--- config.mk ---
export PLATFORM = sky130hd
export DESIGN_NAME = overheat_guard_fan_controller
export DESIGN_NICKNAME = d
export VERILOG_FILES = /design/src/rtl/ogfc_pkg.sv /design/src/rtl/overheat_guard_fan_controller.sv /design/src/rtl/ogfc_mode_fsm.sv /design/src/rtl/ogfc_timebase.sv
export VERILOG_INCLUDE_DIRS = /design/src /design/src/rtl
export SDC_FILE = /design/constraint.sdc
export NUM_CORES = 2
export LEC_CHECK = 0
export ABC_CLOCK_PERIOD_IN_PS = 7970
export BUFFER_PORTS_ARGS = -buffer_cell sky130_fd_sc_hd__buf_4
export CORE_AREA = 8 8 374 303
export CTS_BUF_LIST = sky130_fd_sc_hd__clkbuf_2
export DETAILED_ROUTE_END_ITERATION = 12
export DIE_AREA = 0 0 382 311
export SETUP_SLACK_MARGIN = 0.02
export SLEW_MARGIN = 20
export SYNTH_ARGS = -nofsm -noshare
export SYNTH_HDL_FRONTEND = slang
export SYNTH_SLANG_ARGS = --single-unit
--- constraint.sdc ---
create_clock -name clk_i -period 7.97 [get_ports clk_i]
set_input_delay 0.797 -clock clk_i [delete_from_list [all_inputs] [get_ports clk_i]]
set_output_delay 0.797 -clock clk_i [all_outputs]
set_load 0.01 [all_outputs]
--- src/rtl/overheat_guard_fan_controller_assert.svh ---
// Assertion macros shared by the fan controller RTL.
`ifndef OVERHEAT_GUARD_FAN_CONTROLLER_ASSERT_SVH
`define OVERHEAT_GUARD_FAN_CONTROLLER_ASSERT_SVH
`ifndef SYNTH
// Plain clocked property, disabled during reset.
`define OGFC_ASSERT(lbl, prop, msg) \
  lbl: assert property (@(posedge clk_i) disable iff (!rst_ni) (prop)) else $error(msg);
// Antecedent in this cycle, consequent in the next one.
`define OGFC_ASSERT_NEXT(lbl, pre, post, msg) \
  lbl: assert property (@(posedge clk_i) disable iff (!rst_ni) (pre) |=> (post)) else $error(msg);
`else
`define OGFC_ASSERT(lbl, prop, msg)
`define OGFC_ASSERT_NEXT(lbl, pre, post, msg)
`endif
`endif

--- src/rtl/ogfc_pkg.sv ---
// Types, constants and the fan curve for the overheat guard fan controller.
package ogfc_pkg;

  localparam int TEMP_W = 12;
  localparam int TS_W   = 32;
  localparam int DUTY_W = 8;
  localparam int SECS_W = 13;
  localparam int MODE_W = 2;

  // Mode codes as seen on the result port
  localparam logic [MODE_W-1:0] MODE_ADJUSTING    = 2'd0;
  localparam logic [MODE_W-1:0] MODE_RUNNING      = 2'd1;
  localparam logic [MODE_W-1:0] MODE_OVERHEAT     = 2'd2;
  localparam logic [MODE_W-1:0] MODE_RESTART_WAIT = 2'd3;

  typedef enum logic [3:0] {
    ST_ADJUSTING = 4'b0001,
    ST_RUNNING   = 4'b0010,
    ST_OVERHEAT  = 4'b0100,
    ST_RESTART   = 4'b1000
  } mode_state_e;

  typedef enum logic [1:0] {
    CFG_WARNING  = 2'd0,
    CFG_OVERHEAT = 2'd1,
    CFG_RESTART  = 2'd2
  } cfg_idx_e;

  localparam logic signed [TEMP_W-1:0] WARNING_RST  = 12'sd500;
  localparam logic signed [TEMP_W-1:0] OVERHEAT_RST = 12'sd600;
  localparam logic signed [TEMP_W-1:0] RESTART_RST  = 12'sd450;

  // Curve break points, tenths of a degree
  localparam logic signed [TEMP_W-1:0] CURVE_T1 = 12'sd350;
  localparam logic signed [TEMP_W-1:0] CURVE_T2 = 12'sd400;
  localparam logic signed [TEMP_W-1:0] CURVE_T3 = 12'sd450;
  localparam logic signed [TEMP_W-1:0] CURVE_T4 = 12'sd500;
  localparam logic signed [TEMP_W-1:0] CURVE_T5 = 12'sd550;
  localparam logic signed [TEMP_W-1:0] CURVE_T6 = 12'sd600;

  localparam logic [DUTY_W-1:0] DUTY_0   = 8'd0;
  localparam logic [DUTY_W-1:0] DUTY_1   = 8'd70;
  localparam logic [DUTY_W-1:0] DUTY_2   = 8'd100;
  localparam logic [DUTY_W-1:0] DUTY_3   = 8'd140;
  localparam logic [DUTY_W-1:0] DUTY_4   = 8'd180;
  localparam logic [DUTY_W-1:0] DUTY_5   = 8'd220;
  localparam logic [DUTY_W-1:0] DUTY_MAX = 8'd255;

  // Divide by 1e6: drop 2^6, then x/15625 = (x * ceil(2^40/15625)) >> 40,
  // exact for a 26-bit x.
  localparam int US_SHIFT  = 6;
  localparam int US_W      = TS_W - US_SHIFT;
  localparam int SEC_RCP_W = 27;
  localparam logic [SEC_RCP_W-1:0] SEC_RCP = 27'd70368745;
  localparam int SEC_SHIFT = 40;

  // Divide by 250: drop 2^1, then x/125 = (x * ceil(2^38/125)) >> 38,
  // exact for a 31-bit x. Only the quotient LSB is kept.
  localparam int MS_SHIFT    = 1;
  localparam int MS_W        = TS_W - MS_SHIFT;
  localparam int BLINK_RCP_W = 32;
  localparam logic [BLINK_RCP_W-1:0] BLINK_RCP = 32'd2199023256;
  localparam int BLINK_SHIFT = 38;

  typedef struct packed {
    logic signed [TEMP_W-1:0] warning_temp;
    logic signed [TEMP_W-1:0] overheat_temp;
    logic signed [TEMP_W-1:0] restart_temp;
  } cfg_t;

  // One tick after the mode step, before the time dividers
  typedef struct packed {
    logic [MODE_W-1:0] mode;
    logic [DUTY_W-1:0] duty;
    logic              overheat;
    logic              alarm;
    logic [US_W-1:0]   us_scaled;
    logic [MS_W-1:0]   ms_half;
  } tick_t;

  function automatic logic [DUTY_W-1:0] curve_duty(input logic signed [TEMP_W-1:0] t);
    logic [DUTY_W-1:0] d;
    if (t < CURVE_T1) d = DUTY_0;
    else if (t < CURVE_T2) d = DUTY_1;
    else if (t < CURVE_T3) d = DUTY_2;
    else if (t < CURVE_T4) d = DUTY_3;
    else if (t < CURVE_T5) d = DUTY_4;
    else if (t < CURVE_T6) d = DUTY_5;
    else d = DUTY_MAX;
    return d;
  endfunction

  function automatic logic [MODE_W-1:0] mode_code(input mode_state_e s);
    logic [MODE_W-1:0] c;
    unique case (s)
      ST_ADJUSTING: c = MODE_ADJUSTING;
      ST_RUNNING:   c = MODE_RUNNING;
      ST_OVERHEAT:  c = MODE_OVERHEAT;
      ST_RESTART:   c = MODE_RESTART_WAIT;
      default:      c = MODE_ADJUSTING;
    endcase
    return c;
  endfunction

endpackage

--- src/rtl/overheat_guard_fan_controller.sv ---
// Overheat guard fan controller top level: ports, config registers, pipeline.
//
// Channel  Dir  Handshake                 Payload
// in       in   in_valid_i / in_ready_o   temp_tenths_i, run_switch_i, now_us_i, now_ms_i
// out      out  out_valid_o / out_ready_i mode_o, fan_duty_o, relay_on_o, alarm_on_o,
//                                         alarm_led_o, elapsed_seconds_o
// cfg      in   cfg_valid_i / cfg_ready_o cfg_idx_i, cfg_data_i
//
// One beat per cycle sustained while out_ready_i is high; a beat passes the input
// register, the mode step register and the result register on its way out.
// The mode step sets the pace: mode and stopwatch start update together.
// Reset puts the mode in adjusting, clears the stopwatch and loads the
// default thresholds. A stalled result stays in place; beats behind it fill only empty stages;
// cfg is always ready and should only be written while the pipe is empty.
`include "overheat_guard_fan_controller_assert.svh"
module overheat_guard_fan_controller (
  input  logic                                 clk_i,
  input  logic                                 rst_ni,
  // input items
  input  logic                                 in_valid_i,
  output logic                                 in_ready_o,
  input  logic signed [ogfc_pkg::TEMP_W-1:0]   temp_tenths_i,
  input  logic                                 run_switch_i,
  input  logic        [ogfc_pkg::TS_W-1:0]     now_us_i,
  input  logic        [ogfc_pkg::TS_W-1:0]     now_ms_i,
  // results
  output logic                                 out_valid_o,
  input  logic                                 out_ready_i,
  output logic        [ogfc_pkg::MODE_W-1:0]   mode_o,
  output logic        [ogfc_pkg::DUTY_W-1:0]   fan_duty_o,
  output logic                                 relay_on_o,
  output logic                                 alarm_on_o,
  output logic                                 alarm_led_o,
  output logic        [ogfc_pkg::SECS_W-1:0]   elapsed_seconds_o,
  // config writes
  input  logic                                 cfg_valid_i,
  output logic                                 cfg_ready_o,
  input  logic        [1:0]                    cfg_idx_i,
  input  logic signed [ogfc_pkg::TEMP_W-1:0]   cfg_data_i
);

  // config registers
  ogfc_pkg::cfg_t cfg_q;

  // stage 1: input register
  logic                                in_vld_q;
  logic signed [ogfc_pkg::TEMP_W-1:0]  temp_q;
  logic                                run_q;
  logic        [ogfc_pkg::TS_W-1:0]    now_us_q;
  logic        [ogfc_pkg::TS_W-1:0]    now_ms_q;

  // stage 2: after the mode step
  logic                                mid_vld_q;
  ogfc_pkg::tick_t                     mid_q;
  ogfc_pkg::tick_t                     tick;

  // stage 3: result register
  logic                                out_vld_q;
  logic        [ogfc_pkg::MODE_W-1:0]  mode_q;
  logic        [ogfc_pkg::DUTY_W-1:0]  duty_q;
  logic                                relay_q;
  logic                                alarm_q;
  logic                                led_q;
  logic        [ogfc_pkg::SECS_W-1:0]  secs_q;

  logic                                out_adv;
  logic                                mid_adv;
  logic                                step;
  logic        [ogfc_pkg::SECS_W-1:0]  secs;
  logic                                blink;

  // backpressure: each stage moves when the one after it can take the beat
  assign out_adv    = !out_vld_q || out_ready_i;
  assign mid_adv    = !mid_vld_q || out_adv;
  assign in_ready_o = !in_vld_q || mid_adv;
  assign step       = in_vld_q && mid_adv;

  assign cfg_ready_o = 1'b1;

  always_ff @(posedge clk_i or negedge rst_ni) begin
    if (!rst_ni) begin
      cfg_q.warning_temp  <= ogfc_pkg::WARNING_RST;
      cfg_q.overheat_temp <= ogfc_pkg::OVERHEAT_RST;
      cfg_q.restart_temp  <= ogfc_pkg::RESTART_RST;
    end else if (cfg_valid_i) begin
      unique case (cfg_idx_i)
        ogfc_pkg::CFG_WARNING:  cfg_q.warning_temp  <= cfg_data_i;
        ogfc_pkg::CFG_OVERHEAT: cfg_q.overheat_temp <= cfg_data_i;
        ogfc_pkg::CFG_RESTART:  cfg_q.restart_temp  <= cfg_data_i;
        default: ;  // unused index, write dropped
      endcase
    end
  end

  // valid bits
  always_ff @(posedge clk_i or negedge rst_ni) begin
    if (!rst_ni) begin
      in_vld_q  <= 1'b0;
      mid_vld_q <= 1'b0;
      out_vld_q <= 1'b0;
    end else begin
      if (in_ready_o) in_vld_q  <= in_valid_i;
      if (mid_adv)    mid_vld_q <= in_vld_q;
      if (out_adv)    out_vld_q <= mid_vld_q;
    end
  end

  // payload, no reset needed
  always_ff @(posedge clk_i) begin
    if (in_valid_i && in_ready_o) begin
      temp_q   <= temp_tenths_i;
      run_q    <= run_switch_i;
      now_us_q <= now_us_i;
      now_ms_q <= now_ms_i;
    end
    if (step) begin
      mid_q <= tick;
    end
    if (mid_vld_q && out_adv) begin
      mode_q  <= mid_q.mode;
      duty_q  <= mid_q.duty;
      relay_q <= !mid_q.overheat;
      alarm_q <= mid_q.alarm;
      led_q   <= mid_q.alarm && blink;
      secs_q  <= secs;
    end
  end

  ogfc_mode_fsm u_mode_fsm (
    .clk_i    (clk_i),
    .rst_ni   (rst_ni),
    .step_i   (step),
    .temp_i   (temp_q),
    .run_i    (run_q),
    .now_us_i (now_us_q),
    .now_ms_i (now_ms_q),
    .cfg_i    (cfg_q),
    .tick_o   (tick)
  );

  ogfc_timebase u_timebase (
    .tick_i  (mid_q),
    .secs_o  (secs),
    .blink_o (blink)
  );

  assign out_valid_o       = out_vld_q;
  assign mode_o            = mode_q;
  assign fan_duty_o        = duty_q;
  assign relay_on_o        = relay_q;
  assign alarm_on_o        = alarm_q;
  assign alarm_led_o       = led_q;
  assign elapsed_seconds_o = secs_q;

  `OGFC_ASSERT(a_overheat_outputs, !(out_valid_o && (mode_o == ogfc_pkg::MODE_OVERHEAT)) || ((fan_duty_o == ogfc_pkg::DUTY_MAX) && !relay_on_o && alarm_on_o), "overheat result without full fan and relay off")
  `OGFC_ASSERT(a_secs_only_running, !(out_valid_o && (mode_o != ogfc_pkg::MODE_RUNNING)) || (elapsed_seconds_o == '0), "elapsed seconds nonzero outside running")
  `OGFC_ASSERT(a_relay_vs_mode, !out_valid_o || (relay_on_o == (mode_o != ogfc_pkg::MODE_OVERHEAT)), "relay enable disagrees with mode")
  `OGFC_ASSERT(a_led_needs_alarm, !(out_valid_o && alarm_led_o) || alarm_on_o, "alarm LED lit without alarm")

endmodule

--- src/rtl/ogfc_mode_fsm.sv ---
// Mode state machine, stopwatch start and per-tick temperature decisions.
`include "overheat_guard_fan_controller_assert.svh"
module ogfc_mode_fsm (
  input  logic                                 clk_i,
  input  logic                                 rst_ni,
  input  logic                                 step_i,
  input  logic signed [ogfc_pkg::TEMP_W-1:0]   temp_i,
  input  logic                                 run_i,
  input  logic        [ogfc_pkg::TS_W-1:0]     now_us_i,
  input  logic        [ogfc_pkg::TS_W-1:0]     now_ms_i,
  input  ogfc_pkg::cfg_t                       cfg_i,
  output ogfc_pkg::tick_t                      tick_o
);

  ogfc_pkg::mode_state_e           state_q, state_d;
  logic [ogfc_pkg::TS_W-1:0]       start_us_q, start_us_d;
  logic [ogfc_pkg::TS_W-1:0]       diff;
  logic                            overheat;

  always_comb begin
    state_d    = state_q;
    start_us_d = start_us_q;
    unique case (state_q)
      ogfc_pkg::ST_ADJUSTING: begin
        if (run_i && (temp_i < $signed(cfg_i.overheat_temp))) begin
          state_d    = ogfc_pkg::ST_RUNNING;
          start_us_d = now_us_i;
        end
      end
      ogfc_pkg::ST_RUNNING: begin
        if (!run_i) begin
          state_d = ogfc_pkg::ST_ADJUSTING;
        end else if (temp_i >= $signed(cfg_i.overheat_temp)) begin
          state_d = ogfc_pkg::ST_OVERHEAT;
        end
      end
      ogfc_pkg::ST_OVERHEAT: begin
        if (temp_i <= $signed(cfg_i.restart_temp)) begin
          state_d = ogfc_pkg::ST_RESTART;
        end
      end
      ogfc_pkg::ST_RESTART: begin
        if (!run_i) begin
          state_d = ogfc_pkg::ST_ADJUSTING;
        end
      end
      default: state_d = ogfc_pkg::ST_ADJUSTING;
    endcase
  end

  always_ff @(posedge clk_i or negedge rst_ni) begin
    if (!rst_ni) begin
      state_q    <= ogfc_pkg::ST_ADJUSTING;
      start_us_q <= '0;
    end else if (step_i) begin
      state_q    <= state_d;
      start_us_q <= start_us_d;
    end
  end

  // stopwatch runs exactly while in running; zero on the start tick
  assign diff     = now_us_i - start_us_d;
  assign overheat = (state_d == ogfc_pkg::ST_OVERHEAT);

  always_comb begin
    tick_o.mode      = ogfc_pkg::mode_code(state_d);
    tick_o.overheat  = overheat;
    tick_o.alarm     = (temp_i >= $signed(cfg_i.warning_temp)) || overheat;
    tick_o.duty      = overheat ? ogfc_pkg::DUTY_MAX : ogfc_pkg::curve_duty(temp_i);
    tick_o.us_scaled = (state_d == ogfc_pkg::ST_RUNNING) ?
                       diff[ogfc_pkg::TS_W-1:ogfc_pkg::US_SHIFT] : '0;
    tick_o.ms_half   = now_ms_i[ogfc_pkg::TS_W-1:ogfc_pkg::MS_SHIFT];
  end

  // overheat only ever leaves toward restart wait
  `OGFC_ASSERT_NEXT(a_overheat_exit, step_i && (state_q == ogfc_pkg::ST_OVERHEAT), (state_q == ogfc_pkg::ST_OVERHEAT) || (state_q == ogfc_pkg::ST_RESTART), "overheat left to a mode other than restart wait")

endmodule

--- src/rtl/ogfc_timebase.sv ---
// Constant dividers: elapsed whole seconds and the 250 ms blink phase.
module ogfc_timebase (
  input  ogfc_pkg::tick_t                  tick_i,
  output logic [ogfc_pkg::SECS_W-1:0]      secs_o,
  output logic                             blink_o
);

  localparam int SEC_PROD_W   = ogfc_pkg::US_W + ogfc_pkg::SEC_RCP_W;
  localparam int BLINK_PROD_W = ogfc_pkg::MS_W + ogfc_pkg::BLINK_RCP_W;

  logic [SEC_PROD_W-1:0]   sec_prod;
  logic [BLINK_PROD_W-1:0] blink_prod;

  assign sec_prod   = SEC_PROD_W'(tick_i.us_scaled) * SEC_PROD_W'(ogfc_pkg::SEC_RCP);
  assign blink_prod = BLINK_PROD_W'(tick_i.ms_half) * BLINK_PROD_W'(ogfc_pkg::BLINK_RCP);

  assign secs_o  = sec_prod[ogfc_pkg::SEC_SHIFT +: ogfc_pkg::SECS_W];
  assign blink_o = blink_prod[ogfc_pkg::BLINK_SHIFT];

endmodule

==> results.cfg <==
[critical_path]
crit_top_cell = fa_1
cp-end-kind = register
startpoint_type = register
crit_required_ns = 8.79
slowest_delay_ns = 0.60
r2r_cells = 22
cp_cell_sequence = inv_1, fa_1, inv_1, fa_1, inv_1, fa_1, inv_1, fa_1, fa_1, fa_1, inv_1, fa_1, inv_1, ha_1, and4_1, nand4_1, a311oi_1, o21ai_1, a31oi_1, a41oi_1, o41ai_2, xor2_1
crit_arrival_ns = 7.89
crit_fanout = 7
worstSetupPathType = register to register
cp_slowest_cell = edfxtp_1

[placement]
dp_hpwl_mm = 63.0
gp_congestion = 0.898
port_buffers = 122

[timing]
hold_viol_final = 0
post-route-period-util_pct = 88.8
tns_ns = 0
fmaxAchievable_ghz = 0.141
setup_viol = 0
rsz0062_at_grt = no
finalClockSkew_ns = 0.179
slew_violations = 0
relSlewSlack_pct = 34.7
period_needed_ns = 7.07
tightest_slew_ns = 0.980

[clock_tree]
cts.sinks = 246
clkLatencyLatePin_ns = 1.08
cts_tree = done
cts.htree.levels = 3
cts-root-buf = clkbuf_2
clockBufferDepth = 3
post_cts.resized_instances = 0
post_cts_buffers = 0
ctsHoldBuffers = 91
numCtsBuffers = 67
clkTransAtPathRegs_ns = 0.11

[grt]
met3_usage_pct = 1.84
antenna_found_initial = 3
grt_pass1_vias = 21278
grt_pass1_wl_mm = 120
grt_usage_pct = 12.7
grtUsageMet2_pct = 18.8
top_usage_layer = met1
use_met1_pct = 19.3
gr-total-overflow = 0
grt_max_degree = 70

[yosys]
yosysTopAreaCell = fa_1
ys_types = 86
synth_seq_cells = 246
synth.most_common_cell = inv_1
synth_ff_type = edfxtp_1
synth_nets = 3860
yosys_warnings = 0
synth_top_cell_area_share_pct = 29.5
synth-async-reset-ratio_pct = 30.5
yosysSeqAreaShare_pct = 22.8
synth_area_leaders = fa_1 (29%), ha_1 (22%), edfxtp_1 (17%)
avgSynthCellArea_um2 = 11.2
syn-cell-area_um2 = 30900
synth-edff-count = 171
synthCells = 2762
synth_common_cells = inv_1 (773), ha_1 (547), fa_1 (455), edfxtp_1 (171), nand2_1 (79)

[route]
drt_iter0_drc = 962
drt_wl_total_mm = 74.6
drc_errors = 0
vias = 19716
postRouteAntennaNets = 0
vias_per_cell = 4.36
drtPass1Iterations = 5
avgRoutedWirePerCell_um = 16.5

[cells_and_area]
drive_gt1_share_pct = 11.6
syn2layout_area_growth_pct = 13.8
utilization_pct = 32.7
fin_nets = 4129

[floorplanning]
die_x_um = 382
dieArea_um2 = 119000
die_y_um = 311
ios = 125
num_rows = 108
core_area_um2 = 107000
initial_utilization_pct = 28.8

[flow_run]
maxCapViolations = 0

[hold_path]
min_path_type = input pin to asynchronous set/reset pin

[status]
status = complete, no violations
==> metrics by stage <==
step / cells / worst slack (ns) / hold WS [ns] / instance area [µm²]
after floorplan: 2762 / 1.48 / 0.400 / 30900
after global placement: 4301 / 0.738 / 0.402 / 33600
after detailed placement: 4301 / 0.749 / 0.405 / 33600
after CTS: 4514 / 0.926 / 0.00416 / 35200
after global routing: 4517 / 0.504 / 0.0947 / 35200
final: 4519 / 0.896 / 0.195 / 35200
==> worst paths after layout <==
check,from,endpoint,slack (ns)
setup / recovery,mid_q[39],elapsed_seconds_o[12],0.90
hold / removal,rst_ni,u_mode_fsm.start_us_q[24],0.19
setup reg to reg,mid_q[39],elapsed_seconds_o[12],0.90
hold reg to reg,now_ms_q[23],mid_q[22],0.41
max in group asynchronous,rst_ni,u_mode_fsm.start_us_q[12],6.64
min in group clk_i,cfg_idx_i[1],cfg_q[29],0.29
==> final cells by class <==
class / count / area (µm²)
inverter: 773 / 2900
fill: 10935 / 72200
clock inverter: 15 / 125
sequential: 246 / 7030
timing repair buffer: 225 / 1920
antenna: 5 / 12.5
clock buffer: 107 / 536
multi-input combinational: 1718 / 20900
tap: 1430 / 1790
==> layer usage <==
metal  share of wire [%]  vias up
li1                    -     9493
met1                  52     9774
met2                  42      369
met3                 4.5       78
met4                 1.5        2
met5               0.023        -
==> logic make-up after synthesis <==
group	after synthesis	share of synthesized area, %
AO/OA/AOI/OAI	288	6.48
XOR/XNOR	62	1.76
adder cells (fa/ha/maj)	1002	51.6
buffers and inverters	798	9.75
flip-flops	246	22.8
multiplexers	88	3.08
other	1	0.0121
AND/OR/NAND/NOR	277	4.55
==> registers in the layout, indices dropped and copies added (netlist names), 2 cells and up <==
register	count
cfg_q	36
now_ms_q	31
temp_q	12
u_mode_fsm.start_us_q	32
mode_o	2
u_mode_fsm.state_q	4
elapsed_seconds_o	13
fan_duty_o	8
mid_q	69
now_us_q	32
==> worst max-delay path: cells and delay by family, from the launching register on <==
kind,cells,cell delay [ns]
buffers and inverters,6,0.42
xor gates and xnor gates,1,0.10
DFF,1,0.60
adders and majority gates,8,3.94
and+or+nand+nor,2,0.37
AOI/OAI and AO/OA,5,1.55
==> cells in the final DEF, fill, tap and decap left out, types with 15 or more instances in the layout <==
cell / instances
clkbuf_2: 107
mux2_2: 57
dfrtp_1: 60
fa_1: 455
nand2_1: 79
dfstp_2: 15
nand3_1: 19
buf_4: 134
xnor2_1: 52
o21ai_0: 55
nor2_1: 67
a21oi_1: 72
nand4_1: 20
dlygate4sd3_1: 91
ha_1: 547
mux2i_1: 31
inv_1: 772
a21o_1: 50
edfxtp_1: 171
Power is left out: the tool's default activity adds up to more than one toggle a clock period on the data nets, which glitch-free logic cannot reach.
